`src/design/u8js_pkg.sv`:
```
package u8js_pkg;

	localparam int COUNT_BITS = 16;
	localparam int CFG_W      = 16;
	localparam int CNT_W      = COUNT_BITS;
	localparam int ROOM_W     = CNT_W + 1;
	localparam int WIDE_W     = (CNT_W > CFG_W) ? CNT_W : CFG_W;
	localparam logic [WIDE_W-1:0] CNT_CAP = WIDE_W'({CNT_W{1'b1}});

	localparam int PADDR_W = 3;
	localparam int PDATA_W = 32;
	localparam logic [PADDR_W-3:0] REG_MAX_KEPT = '0;
	localparam logic [CFG_W-1:0] MAX_KEPT_RST = 16'd256;

	localparam int TQ_DEPTH = 4;
	localparam int TQ_AW    = 2;

	// sequence classifier codes; values 1 to 4 are the valid lengths
	localparam logic [2:0] SQ_BAD  = 3'd0;
	localparam logic [2:0] SQ_ONE  = 3'd1;
	localparam logic [2:0] SQ_WAIT = 3'd5;

	localparam logic [7:0] CH_QUOTE  = 8'h22;
	localparam logic [7:0] CH_BSLASH = 8'h5C;
	localparam logic [7:0] CH_U      = 8'h75;
	localparam logic [7:0] CH_ZERO   = 8'h30;
	localparam logic [7:0] REPL_B0   = 8'hEF;
	localparam logic [7:0] REPL_B1   = 8'hBF;
	localparam logic [7:0] REPL_B2   = 8'hBD;

	typedef struct packed {
		logic       cmd;
		logic [7:0] text_byte;
	} item_t;

	typedef struct packed {
		logic [7:0] out_byte;
		logic       run_last;
		logic       string_done;
		logic       was_cut;
	} result_t;

	typedef logic [3:0][7:0] quad_t;

	typedef enum logic [2:0] {
		TK_OPEN,
		TK_CLOSE,
		TK_CHAR,
		TK_REPL,
		TK_SEQ
	} tok_kind_t;

	typedef struct packed {
		tok_kind_t  kind;
		quad_t      data;
		logic [2:0] len;
		logic       last;
		logic       cut;
	} tok_t;

	typedef struct packed {
		logic             wr;
		logic [CNT_W-1:0] lim;
	} cfg_t;

	function automatic logic [CNT_W-1:0] sat_limit(input logic [CFG_W-1:0] v);
		logic [WIDE_W-1:0] ext;
		logic [WIDE_W-1:0] sat;
		ext = WIDE_W'(v);
		sat = (ext > CNT_CAP) ? CNT_CAP : ext;
		return sat[CNT_W-1:0];
	endfunction

	// classify the sequence at b[0] given n bytes present
	function automatic logic [2:0] seq_len(input quad_t b, input logic [2:0] n,
		input logic at_end);
		logic [7:0] lead;
		logic [7:0] c;
		logic [2:0] need;
		logic [2:0] res;
		logic       stop;
		lead = b[0];
		need = 3'd0;
		res  = SQ_BAD;
		stop = 1'b0;
		if (lead < 8'h80) begin
			res  = SQ_ONE;
			stop = 1'b1;
		end else if (lead >= 8'hC2 && lead <= 8'hDF) begin
			need = 3'd2;
		end else if (lead >= 8'hE0 && lead <= 8'hEF) begin
			need = 3'd3;
		end else if (lead >= 8'hF0 && lead <= 8'hF4) begin
			need = 3'd4;
		end else begin
			stop = 1'b1;
		end
		if (!stop)
			res = need;
		for (int i = 1; i < 4; i++) begin
			c = b[i];
			if (!stop && 3'(i) < need) begin
				if (3'(i) >= n) begin
					res  = at_end ? SQ_BAD : SQ_WAIT;
					stop = 1'b1;
				end else if ((c & 8'hC0) != 8'h80) begin
					res  = SQ_BAD;
					stop = 1'b1;
				end else if (i == 1 && ((lead == 8'hE0 && c < 8'hA0) ||
					(lead == 8'hED && c > 8'h9F) || (lead == 8'hF0 && c < 8'h90) ||
					(lead == 8'hF4 && c > 8'h8F))) begin
					res  = SQ_BAD;
					stop = 1'b1;
				end
			end
		end
		return res;
	endfunction

	// kept-byte cost of a decided character
	function automatic logic [3:0] seq_cost(input logic [2:0] code);
		return (code == SQ_BAD) ? 4'd3 : {1'b0, code};
	endfunction

	function automatic logic [7:0] char_esc(input logic [7:0] c);
		logic [7:0] e;
		case (c)
			8'h22:   e = 8'h22;
			8'h5C:   e = 8'h5C;
			8'h0A:   e = 8'h6E;
			8'h0D:   e = 8'h72;
			8'h09:   e = 8'h74;
			8'h08:   e = 8'h62;
			8'h0C:   e = 8'h66;
			default: e = 8'h00;
		endcase
		return e;
	endfunction

	function automatic logic [2:0] char_len(input logic [7:0] c);
		logic [2:0] l;
		if (char_esc(c) != 8'h00)
			l = 3'd2;
		else if (c < 8'h20)
			l = 3'd6;
		else
			l = 3'd1;
		return l;
	endfunction

	function automatic logic [7:0] hex_digit(input logic [3:0] v);
		return (v < 4'd10) ? (8'h30 + {4'h0, v}) : (8'h57 + {4'h0, v});
	endfunction

	function automatic logic [2:0] tok_len(input tok_t t);
		logic [2:0] l;
		case (t.kind) inside
			TK_OPEN, TK_CLOSE: l = 3'd1;
			TK_REPL:           l = 3'd3;
			TK_SEQ:            l = t.len;
			TK_CHAR:           l = char_len(t.data[0]);
			default:           l = 3'd1;
		endcase
		return l;
	endfunction

	function automatic logic [7:0] tok_byte(input tok_t t, input logic [2:0] idx);
		logic [7:0] c;
		logic [7:0] e;
		logic [7:0] b;
		c = t.data[0];
		e = char_esc(c);
		case (t.kind) inside
			TK_OPEN, TK_CLOSE: b = CH_QUOTE;
			TK_REPL: begin
				if (idx == 3'd0)
					b = REPL_B0;
				else if (idx == 3'd1)
					b = REPL_B1;
				else
					b = REPL_B2;
			end
			TK_SEQ: b = t.data[idx[1:0]];
			TK_CHAR: begin
				if (char_len(c) == 3'd1) begin
					b = c;
				end else begin
					case (idx) inside
						3'd0:       b = CH_BSLASH;
						3'd1:       b = (e != 8'h00) ? e : CH_U;
						3'd2, 3'd3: b = CH_ZERO;
						3'd4:       b = hex_digit(c[7:4]);
						default:    b = hex_digit(c[3:0]);
					endcase
				end
			end
			default: b = CH_QUOTE;
		endcase
		return b;
	endfunction

endpackage

```
`src/design/utf8_sanitize_json_string_escape.sv`:
```
// Streams raw text bytes into a quoted JSON string with UTF-8 checking and a
// kept-byte cap. Push one item per beat: cmd 0 carries a text byte, cmd 1 ends
// the string and yields the closing quote (string_done, with was_cut if the cap
// cut the string). Pop output bytes; run_last marks the last byte an item caused,
// and an item that only extends an unfinished sequence or is dropped after a cut
// yields none. The front decides one token per cycle while the token queue has room
// (opening quote, one character, one U+FFFD, closing quote). Tokens pass a
// four-entry queue to the back, which drives one output byte per cycle while the
// consumer pops: a token gives one byte per plain or UTF-8 byte, two or six for an
// escape, three for U+FFFD. The back's one byte per cycle sets the sustained rate.
// max_kept_bytes sits at APB address 0 (reset 256); write it only while no item is
// in flight.
module utf8_sanitize_json_string_escape import u8js_pkg::*; (
	input  logic               clk,
	input  logic               arst_n,
	input  logic               push,
	output logic               full,
	input  item_t              item,
	output logic               empty,
	input  logic               pop,
	output result_t            result,
	input  logic               psel,
	input  logic               penable,
	input  logic               pwrite,
	input  logic [PADDR_W-1:0] paddr,
	input  logic [PDATA_W-1:0] pwdata,
	output logic [PDATA_W-1:0] prdata,
	output logic               pready
);

	logic [CFG_W-1:0] max_q;
	logic             reg_hit;
	cfg_t             cfg;
	logic [CNT_W-1:0] lim;
	logic             tq_push;
	tok_t             tq_wtok;
	logic             tq_full;
	tok_t             tq_rtok;
	logic             tq_empty;
	logic             tq_pop;

	assign pready  = 1'b1;
	assign reg_hit = paddr[PADDR_W-1:2] == REG_MAX_KEPT;
	assign cfg.wr  = psel && penable && pwrite && pready && reg_hit;
	assign cfg.lim = sat_limit(pwdata[CFG_W-1:0]);
	assign lim     = sat_limit(max_q);
	assign prdata  = reg_hit ? PDATA_W'(max_q) : '0;

	always_ff @(posedge clk or negedge arst_n) begin
		if (!arst_n)
			max_q <= MAX_KEPT_RST;
		else if (cfg.wr)
			max_q <= pwdata[CFG_W-1:0];
	end

	u8js_front u_front (
		.clk     (clk),
		.arst_n  (arst_n),
		.push    (push),
		.full    (full),
		.item    (item),
		.cfg     (cfg),
		.lim     (lim),
		.tq_push (tq_push),
		.tq_tok  (tq_wtok),
		.tq_full (tq_full)
	);

	u8js_tq u_tq (
		.clk    (clk),
		.arst_n (arst_n),
		.push   (tq_push),
		.wtok   (tq_wtok),
		.full   (tq_full),
		.pop    (tq_pop),
		.rtok   (tq_rtok),
		.empty  (tq_empty)
	);

	u8js_back u_back (
		.clk      (clk),
		.arst_n   (arst_n),
		.tok      (tq_rtok),
		.tq_empty (tq_empty),
		.tq_pop   (tq_pop),
		.result   (result),
		.empty    (empty),
		.pop      (pop)
	);

endmodule

```
`src/design/u8js_tq.sv`:
```
module u8js_tq import u8js_pkg::*; (
	input  logic clk,
	input  logic arst_n,
	input  logic push,
	input  tok_t wtok,
	output logic full,
	input  logic pop,
	output tok_t rtok,
	output logic empty
);

	tok_t             mem_q [TQ_DEPTH];
	logic [TQ_AW-1:0] wp_q;
	logic [TQ_AW-1:0] rp_q;
	logic [TQ_AW:0]   cnt_q;
	logic             do_push;
	logic             do_pop;

	assign full    = cnt_q == (TQ_AW+1)'(TQ_DEPTH);
	assign empty   = cnt_q == '0;
	assign do_push = push && !full;
	assign do_pop  = pop && !empty;
	assign rtok    = mem_q[rp_q];

	always_ff @(posedge clk or negedge arst_n) begin
		if (!arst_n) begin
			wp_q  <= '0;
			rp_q  <= '0;
			cnt_q <= '0;
		end else begin
			if (do_push)
				wp_q <= wp_q + 1'b1;
			if (do_pop)
				rp_q <= rp_q + 1'b1;
			if (do_push && !do_pop)
				cnt_q <= cnt_q + 1'b1;
			else if (do_pop && !do_push)
				cnt_q <= cnt_q - 1'b1;
		end
	end

	always_ff @(posedge clk) begin
		if (do_push)
			mem_q[wp_q] <= wtok;
	end

endmodule

```
`src/design/u8js_front.sv`:
```
module u8js_front import u8js_pkg::*; (
	input  logic             clk,
	input  logic             arst_n,
	input  logic             push,
	output logic             full,
	input  item_t            item,
	input  cfg_t             cfg,
	input  logic [CNT_W-1:0] lim,
	output logic             tq_push,
	output tok_t             tq_tok,
	input  logic             tq_full
);

	logic                     itm_v_q;
	item_t                    itm_q;
	logic                     ld_q;
	quad_t                    w_q;
	logic [2:0]               n_q;
	logic                     opened_q;
	logic                     cut_q;
	logic [CNT_W-1:0]         kept_q;
	logic signed [ROOM_W-1:0] room_q;

	logic       ending;
	quad_t      w_e;
	logic [2:0] n_e;
	logic [2:0] sl [4];
	logic [2:0] r0;
	logic [2:0] r1;
	logic [3:0] cost0;
	logic [3:0] cost1;
	logic       has0;
	logic       wait0;
	logic       fit0;
	logic       fit1;
	logic       char0;
	logic       char1;
	logic [2:0] used;
	logic [2:0] n1;
	quad_t      w1;
	logic       open_p;
	tok_t       tok;
	logic       emit;
	logic       last;
	logic       close;
	quad_t      a_w;
	logic [2:0] a_n;
	logic       a_cut;
	logic       step;
	logic       fin;
	logic       accept;
	logic       tk_char;

	assign ending = itm_q.cmd;
	assign open_p = !opened_q;

	// append the new text byte behind the held bytes on the first step of an item, unless the string was cut
	always_comb begin
		w_e = w_q;
		n_e = n_q;
		if (!ld_q && !ending && !cut_q) begin
			w_e[n_q[1:0]] = itm_q.text_byte;
			n_e           = n_q + 3'd1;
		end
	end

	// classify at every offset in parallel
	always_comb begin
		for (int k = 0; k < 4; k++) begin
			sl[k] = seq_len(quad_t'(w_e >> (8 * k)), (n_e > 3'(k)) ? n_e - 3'(k) : 3'd0,
				ending);
		end
	end

	assign r0    = sl[0];
	assign cost0 = seq_cost(r0);
	assign has0  = (n_e != 3'd0) && !cut_q;
	assign wait0 = r0 == SQ_WAIT;
	assign fit0  = room_q >= $signed(ROOM_W'(cost0));
	assign char0 = has0 && !wait0 && fit0;
	assign used  = (r0 == SQ_BAD) ? 3'd1 : r0;
	assign n1    = n_e - used;
	assign w1    = quad_t'(w_e >> {used, 3'b000});
	assign r1    = sl[used[1:0]];
	assign cost1 = seq_cost(r1);
	assign fit1  = room_q >= $signed(ROOM_W'(cost0 + cost1));
	assign char1 = (n1 != 3'd0) && (r1 != SQ_WAIT) && fit1;

	always_comb begin
		tok      = '0;
		tok.data = w_e;
		tok.len  = r0;
		emit     = 1'b0;
		last     = 1'b1;
		close    = 1'b0;
		a_w      = w_e;
		a_n      = n_e;
		a_cut    = has0 && !wait0;
		if (open_p) begin
			emit     = 1'b1;
			tok.kind = TK_OPEN;
			last     = !(char0 || ending);
		end else if (char0) begin
			emit  = 1'b1;
			last  = !(char1 || ending);
			a_w   = w1;
			a_n   = n1;
			a_cut = (n1 != 3'd0) && (r1 != SQ_WAIT);
			if (r0 == SQ_BAD)
				tok.kind = TK_REPL;
			else if (r0 == SQ_ONE)
				tok.kind = TK_CHAR;
			else
				tok.kind = TK_SEQ;
		end else if (ending) begin
			emit     = 1'b1;
			close    = 1'b1;
			tok.kind = TK_CLOSE;
			tok.cut  = cut_q || has0;
		end
		tok.last = last;
	end

	assign step    = itm_v_q && (!emit || !tq_full);
	assign fin     = step && last;
	assign full    = itm_v_q && !fin;
	assign accept  = push && !full;
	assign tq_push = step && emit;
	assign tq_tok  = tok;
	assign tk_char = step && !open_p && char0;

	always_ff @(posedge clk or negedge arst_n) begin
		if (!arst_n) begin
			itm_v_q  <= 1'b0;
			ld_q     <= 1'b0;
			n_q      <= '0;
			opened_q <= 1'b0;
			cut_q    <= 1'b0;
			kept_q   <= '0;
			room_q   <= $signed(ROOM_W'(sat_limit(MAX_KEPT_RST)));
		end else begin
			if (accept)
				itm_v_q <= 1'b1;
			else if (fin)
				itm_v_q <= 1'b0;
			if (step) begin
				ld_q <= !last;
				if (close || (last && a_cut))
					n_q <= '0;
				else
					n_q <= a_n;
				if (close)
					cut_q <= 1'b0;
				else if (last && a_cut)
					cut_q <= 1'b1;
				if (close)
					opened_q <= 1'b0;
				else if (open_p)
					opened_q <= 1'b1;
			end
			if (cfg.wr) begin
				room_q <= $signed(ROOM_W'(cfg.lim)) - $signed(ROOM_W'(kept_q));
			end else if (step && close) begin
				kept_q <= '0;
				room_q <= $signed(ROOM_W'(lim));
			end else if (tk_char) begin
				kept_q <= kept_q + CNT_W'(cost0);
				room_q <= room_q - $signed(ROOM_W'(cost0));
			end
		end
	end

	always_ff @(posedge clk) begin
		if (accept)
			itm_q <= item;
		if (step)
			w_q <= a_w;
	end

	a_held_max: assert property (@(posedge clk) disable iff (!arst_n)
		!ld_q |-> n_q <= 3'd3)
		else $error("more than three bytes held between items");

	a_cut_empty: assert property (@(posedge clk) disable iff (!arst_n)
		(cut_q && !ld_q) |-> n_q == 3'd0)
		else $error("bytes held after the string was cut");

	a_fresh_string: assert property (@(posedge clk) disable iff (!arst_n)
		!opened_q |-> kept_q == '0)
		else $error("kept count nonzero before opening quote");

	a_room_track: assert property (@(posedge clk) disable iff (!arst_n)
		room_q == $signed(ROOM_W'(lim)) - $signed(ROOM_W'(kept_q)))
		else $error("room register out of step with limit and kept count");

endmodule

```
`src/design/u8js_back.sv`:
```
module u8js_back import u8js_pkg::*; (
	input  logic    clk,
	input  logic    arst_n,
	input  tok_t    tok,
	input  logic    tq_empty,
	output logic    tq_pop,
	output result_t result,
	output logic    empty,
	input  logic    pop
);

	logic [2:0] idx_q;
	logic       out_v_q;
	result_t    res_q;
	logic       adv;
	logic       take;
	logic       tail;
	logic [2:0] len;

	assign adv    = !out_v_q || pop;
	assign take   = adv && !tq_empty;
	assign len    = tok_len(tok);
	assign tail   = idx_q == len - 3'd1;
	assign tq_pop = take && tail;
	assign empty  = !out_v_q;
	assign result = res_q;

	always_ff @(posedge clk or negedge arst_n) begin
		if (!arst_n) begin
			idx_q   <= '0;
			out_v_q <= 1'b0;
		end else begin
			if (take) begin
				out_v_q <= 1'b1;
				idx_q   <= tail ? 3'd0 : idx_q + 3'd1;
			end else if (adv) begin
				out_v_q <= 1'b0;
			end
		end
	end

	always_ff @(posedge clk) begin
		if (take) begin
			res_q.out_byte    <= tok_byte(tok, idx_q);
			res_q.run_last    <= tok.last && tail;
			res_q.string_done <= tok.kind == TK_CLOSE;
			res_q.was_cut     <= (tok.kind == TK_CLOSE) && tok.cut;
		end
	end

endmodule
```
`config.mk`:
```
export PLATFORM = sky130hd
export DESIGN_NAME = utf8_sanitize_json_string_escape
export DESIGN_NICKNAME = d
export VERILOG_FILES = /design/src/design/u8js_pkg.sv /design/src/design/utf8_sanitize_json_string_escape.sv /design/src/design/u8js_tq.sv /design/src/design/u8js_front.sv /design/src/design/u8js_back.sv
export SDC_FILE = /design/constraint.sdc
export NUM_CORES = 1
export LEC_CHECK = 0
export ABC_AREA = 1
export BUFFER_PORTS_ARGS = -buffer_cell sky130_fd_sc_hd__buf_2
export CORE_UTILIZATION = 56
export CTS_CLUSTER_DIAMETER = 60
export DETAILED_ROUTE_END_ITERATION = 8
export PLACE_DENSITY = 0.77
export SKIP_LAST_GASP = 1
export SYNTH_ARGS = -nofsm -noshare
export SYNTH_HDL_FRONTEND = slang
export SYNTH_SLANG_ARGS = --single-unit
```
`constraint.sdc`:
```
create_clock -name clk -period 5.85 [get_ports clk]
set_input_delay 0.585 -clock clk [delete_from_list [all_inputs] [get_ports clk]]
set_output_delay 0.585 -clock clk [all_outputs]
set_load 0.03 [all_outputs]
```
* Word-level counts from Yosys, hierarchy flattened
Memory sizes are Yosys's and may differ from the RTL's. Cells that the tools add are included.
Cells by class: $add $sub $neg 19, $lt $le $gt $ge 79, equal/unequal tests 36, shift-type cells 1, muxes and demuxes 186, bitwise logic cells 3, reduce and logical (&&, ||, !) cells 126
Operators by type and width (count):
- $mux W3 | 86
- $mux W8 | 20
- $eq A8 B8 Y1 const B | 12
- $ge A8 B8 Y1 const B | 12
- $le A8 B8 Y1 const B | 12
- $mux W32 | 3
- $lt A8 B8 Y1 const B | 10
- $mux W16 | 5
- $logic_and A1 B1 Y1 | 64
- $mux W1 | 63
- $mux W17 | 3
- $pmux W7 S7 | 1
- $gt A8 B8 Y1 const B | 6
- $eq A8 B4 Y1 const B | 5
- $bwmux W32 | 1
- $gt A16 B16 Y1 const B | 2
- $shr A32 B6 Y32 | 1
- $logic_not A1 Y1 | 27
- $ge A2 B3 Y1 const A | 8
- $lt A2 B3 Y1 const A | 8
- $reduce_bool A8 Y1 | 3
- $ge A17 B17 Y1 | 1
- $ge A17 B5 Y1 | 1
- $sub A16 B16 Y17 | 1
- 39 further kinds | 95
Word-level totals: bits in registers 119, RAM bits 160, input bits 51, output and inout bits 46, logic and storage cells 474, memories kept 1
Memory list:
- u_tq.mem_q | depth 4, bits a word 40, rd ports 1, clocked after Yosys merged registers in 0, write ports 1, line u8js_tq.sv:12 | tok_t mem_q [TQ_DEPTH];

* Longest topological paths before layout
depth in word-level cells 44, gate-level depth with buffers 41

* Modules after synthesis
From an unflattened synthesis, not the netlist that was laid out.
Second synthesis, totals: cell total of the unflattened synthesis 2047, area, all modules 17120.2 µm²
Modules (own cells, without submodules):
- u8js_front | times used 1, cells an instance 1126, area an instance 7667.4 µm², seq. area each 2233.4 µm²
- u8js_tq | times used 1, cells an instance 528, area an instance 6789.0 µm², seq. area each 4979.8 µm²
- u8js_back | times used 1, cells an instance 267, area an instance 1720.4 µm², seq. area each 430.4 µm²
- utf8_sanitize_json_string_escape | times used 1, cells an instance 126, area an instance 943.4 µm², seq. area each 401.6 µm²

* Least setup slack after synthesis
OpenSTA, ideal clock, no wires.
path type reg-to-reg, from register u_front.itm_q (netlist bit u_front.ending), to memory u_tq.mem_q[0][0] (netlist name), enable pin, setup time 437 ps, data arrival time 5933 ps, data required time 5413 ps, setup slack -520 ps, cell stages (with the launch flop) 28, period minus slack after synthesis 6370 ps, cells stage by stage edfxtp_1 > buf_6 > nor2_8 > nand2_4 > buf_4 > o21a_1 > ha_1 > o21ai_2 > o21ai_1 > nor2_2 > o211ai_1 > inv_1 > clkbuf_1 > clkbuf_1 > nor2_1 > ha_1 > nand2_1 > o21ai_0 > nor2_1 > nand2_1 > nor2_1 > inv_1 > a211oi_1 > nor2_1 > nand4_4 > nand3_1 > nand2_1 > nor2_1
RTL lines:
- from (decl) | line u8js_front.sv:15 | item_t itm_q;
- from (signal assigned) | line u8js_front.sv:175 | itm_q <= item;
- to (decl) | line u8js_tq.sv:12

==> results.md <==
- Status: finished, violations left
- Failing checks: negative setup slack
- Core ar.: 28700 um^2
- CP max FO: 6
- DR DRC count: 0
- Clk slew on worst S/H paths: 50 ps
- Post-route minimum period: 6230 ps
- Clk pwr share: 14.8%
- Min-delay src: item[0]
- Worst ir drop on vdd: 0.468 mV
- Net Sw Power: 6170 uW
- Detailed Route Iter0 Violations: 1489
- Area share of the largest cell type after synthesis: 39.0%
- RR Startpoint: u_front.n_q[1]$_DFFE_PN0P_
- Setup TNS: -375 ps
- Initial cell density of the core: 56.9%
- Via count: 14300
- HPWL Detailed: 30.5 mm
- Clk sinks: 279
- Crit path launch type: register
- Die H: 173 um
- Clock latency at the later pin of the worst-skew pair: 580 ps
- Area Growth Syn to Fin: 18.8%
- Reg-to-reg endpoint: u_tq.cnt_q[2]$_DFFE_PN0P_
- Yosys top cell by area: edfxtp_1
- Logic pwr share: 57.4%
- IO Port Bufs: 61
- Ys Warns: 0
- Critical-path top delay cell: fa_2
- I/O pin count: 97
- Synth Area per Inst: 8.65 um^2
- Crit path kind: reg2out
- Initial antenna violation count: 1
- Setup Skew: 12.6 ps
- Clock Tree Root: clkbuf_16
- Post-synthesis instance area: 16300 um^2
- Async set-or-reset flop fraction in the synthesized netlist: 24.0%
- Synth Instances: 1887
- Post-DRT Antenna Nets: 0
- Die Area: 29800 um^2
- Register area share after synthesis: 49.3%
- Hold WC Path Type: in2reg
- Slew @ Worst Pin: 977 ps
- WP data arrival: 5640 ps
- Slew margin rel.: 34.7%
- Final Hold Fails: 0
- Part of the power in registers: 27.8%
- Most frequent cell after synthesis: nand2_1
- Vias per Instance: 5.79
- TritonCTS clock tree: yes
- Chip width: 173 um
- Critical Path Sink Type: output port
- Crit-path most repeated cell: nand2_2
- Setup slack after layout: -375 ps
- Slew Viols, Final: 0
- Antenna cells: 0
- Row count: 62
- Int Pwr: 7150 uW
- Htree depth: 1
- R2R Setup Slk: 330 ps
- RSZ-0062 raised after global routing: yes
- Fraction of layout cells with a size suffix above 1: 19.7%
- Worst endpoint required time: 5270 ps
- Overflow after GRT: 0
- Pre-antenna DRT Iters: 5
- TritonCTS buffer count: 31
- Final-report setup violation count: 1
- Post-synth top cells: nand2_1 (389), inv_1 (213), edfxtp_1 (212)
- Clk buf depth: 3
- Global-route wire length before repair: 69.6 mm
- Min-Delay Endpoint: u_front.itm_q[0]$_DFFE_PP_
- Count of cell types in the netlist: 62
- Routed WL: 44.3 mm
- Largest net degree at the start of global routing: 81
- Hold path cells: 1
- GRT Overall Usage: 29.2%
- Hold buffers post-CTS: 0
- Max incr delay on CP: 520 ps
- Ranking of synthesized cells by area: edfxtp_1 (39%), dfrtp_1 (10%), nand2_1 (8.9%)
- Final hold slack: 186 ps
- Most used flip-flop cell after synthesis: edfxtp_1
- # nets final: 2174
- Fmax: 161 MHz
- Post-synth EDFFs: 212
- PwrDens: 687 nW/um^2
- Filler instances: 2224
- Vias in the first global route: 13500
- Pleak: 0.00846 uW
- Sw frac: 46.3%
- Register bit count reported by yosys: 279
- R2r worst-path depth: 38
- Gpl congestion: 0.980
- Max Cap Violations: 0
- Tcrit/Tclk final: 106%
- Average wire per standard cell: 18.0 um
## metal layers
metal	share of wire, %	up-vias	GRT usage [%]
li1	-	6756	-
met1	42	6839	40.0
met2	47	611	48.7
met3	7.5	97	3.50
met4	3.0	0	9.51
met5	0	-	0
## worst max path at each step
stage,end,start,depth (start not counted),slack [ps]
5_1_grt,full,u_front.n_q[1]$_DFFE_PN0P_,39,-700
6_report,full,u_front.n_q[1]$_DFFE_PN0P_,37,-380
4_1_cts,full,u_front.ending$_DFFE_PP_,39,-270
3_3_place_gp,full,u_front.ending$_DFFE_PP_,36,80
3_5_place_dp,full,u_front.n_q[1]$_DFFE_PN0P_,37,-40
2_1_floorplan,u_tq.mem_q[0][0]$_DFFE_PP_,u_front.ending$_DFFE_PP_,27,-520
## worst max-delay path: cells and delay by family (launching register included)
| family | cells | cell delay (ps) |
|---|---|---|
| flops | 1 | 410 |
| fa+ha+maj | 4 | 1180 |
| compound gates | 2 | 370 |
| buf+inv | 11 | 1170 |
| simple gates | 20 | 1950 |
## what timing repair did
| action | CTS | global route |
|---|---|---|
| setup buffers | 37 | 18 |
| endpoints found under the hold margin | 0 | 0 |
| pin swaps | 31 | 35 |
| resized for setup | 79 | 35 |
| setup endpoints to repair | 2 | 98 |
| gates cloned | 1 | 0 |
## metrics by stage
step | area [um^2] | power (uW) | std cells | util [%] | worst slack, ps
5_1_grt | 19400 | 14300 | 2469 | 67.6 | -699
6_report | 19400 | 13300 | 2469 | 67.6 | -375
3_5_place_dp | 17500 | 10600 | 2355 | 61.1 | -38.0
3_3_place_gp | 17500 | 10400 | 2355 | 61.1 | 80.2
4_1_cts | 19200 | 12900 | 2451 | 66.7 | -274
2_1_floorplan | 16400 | 8310 | 1902 | - | -520
## final cells by class
cell class                      instances  area [um^2]  area share (%)
Multi-Input combinational cell       1312         7410            38.2
Timing Repair Buffer                  208         1560            8.03
Clock inverter                         21          210            1.08
Inverter                              228          871            4.49
Sequential cell                       279         8050            41.5
Tap cell                              384          480            2.48
Clock buffer                           37          828            4.27
## flip-flops by register name, indices dropped and copies added, names as in the netlist, 2 cells and up
| signal | count |
|---|---|
| u_tq.mem_q | 160 |
| u_front.w_q | 32 |
| u_front.room_q | 17 |
| max_q | 16 |
| u_front.kept_q | 16 |
| u_back.result | 11 |
| u_front.itm_q | 8 |
| u_back.idx_q | 3 |
| u_front.n_q | 3 |
| u_tq.cnt_q | 3 |
| u_tq.rp_q | 2 |
| u_tq.wp_q | 2 |
## power by group through the flow
stage	Combinational, uW	Clock, uW	Sequential [uW]
finish	7650	1970	3700
global route	8420	2070	3770
CTS	7260	1990	3690
detailed placement	6840	0	3720
global placement	6680	0	3690
floorplan	4610	0	3700
## cell families (layout without fill, tap and decap cells)
family | Yosys count | in the layout | share of synthesized area, %
fa+ha+maj | 63 | 63 | 5.10
buf+inv | 312 | 494 | 7.95
other cells | 2 | 17 | 0.0460
flops | 279 | 279 | 49.3
simple gates | 776 | 777 | 20.8
compound gates | 418 | 418 | 14.8
xor+xnor | 37 | 37 | 2.03
## cells in the final DEF, fill, tap and decap left out, types with 18 or more instances in the layout
cell,count
nor2_1,166
nand2_2,43
a21oi_1,84
clkbuf_16,31
xor2_1,28
o21ai_1,27
buf_4,131
inv_2,18
nand4_1,28
ha_1,52
o21ai_0,173
o22ai_1,31
inv_1,205
nand3_1,98
dfrtp_1,64
edfxtp_1,212
o211ai_1,26
nand2_1,356
buf_2,60
Note: power is estimated with default switching activity, not from simulation.
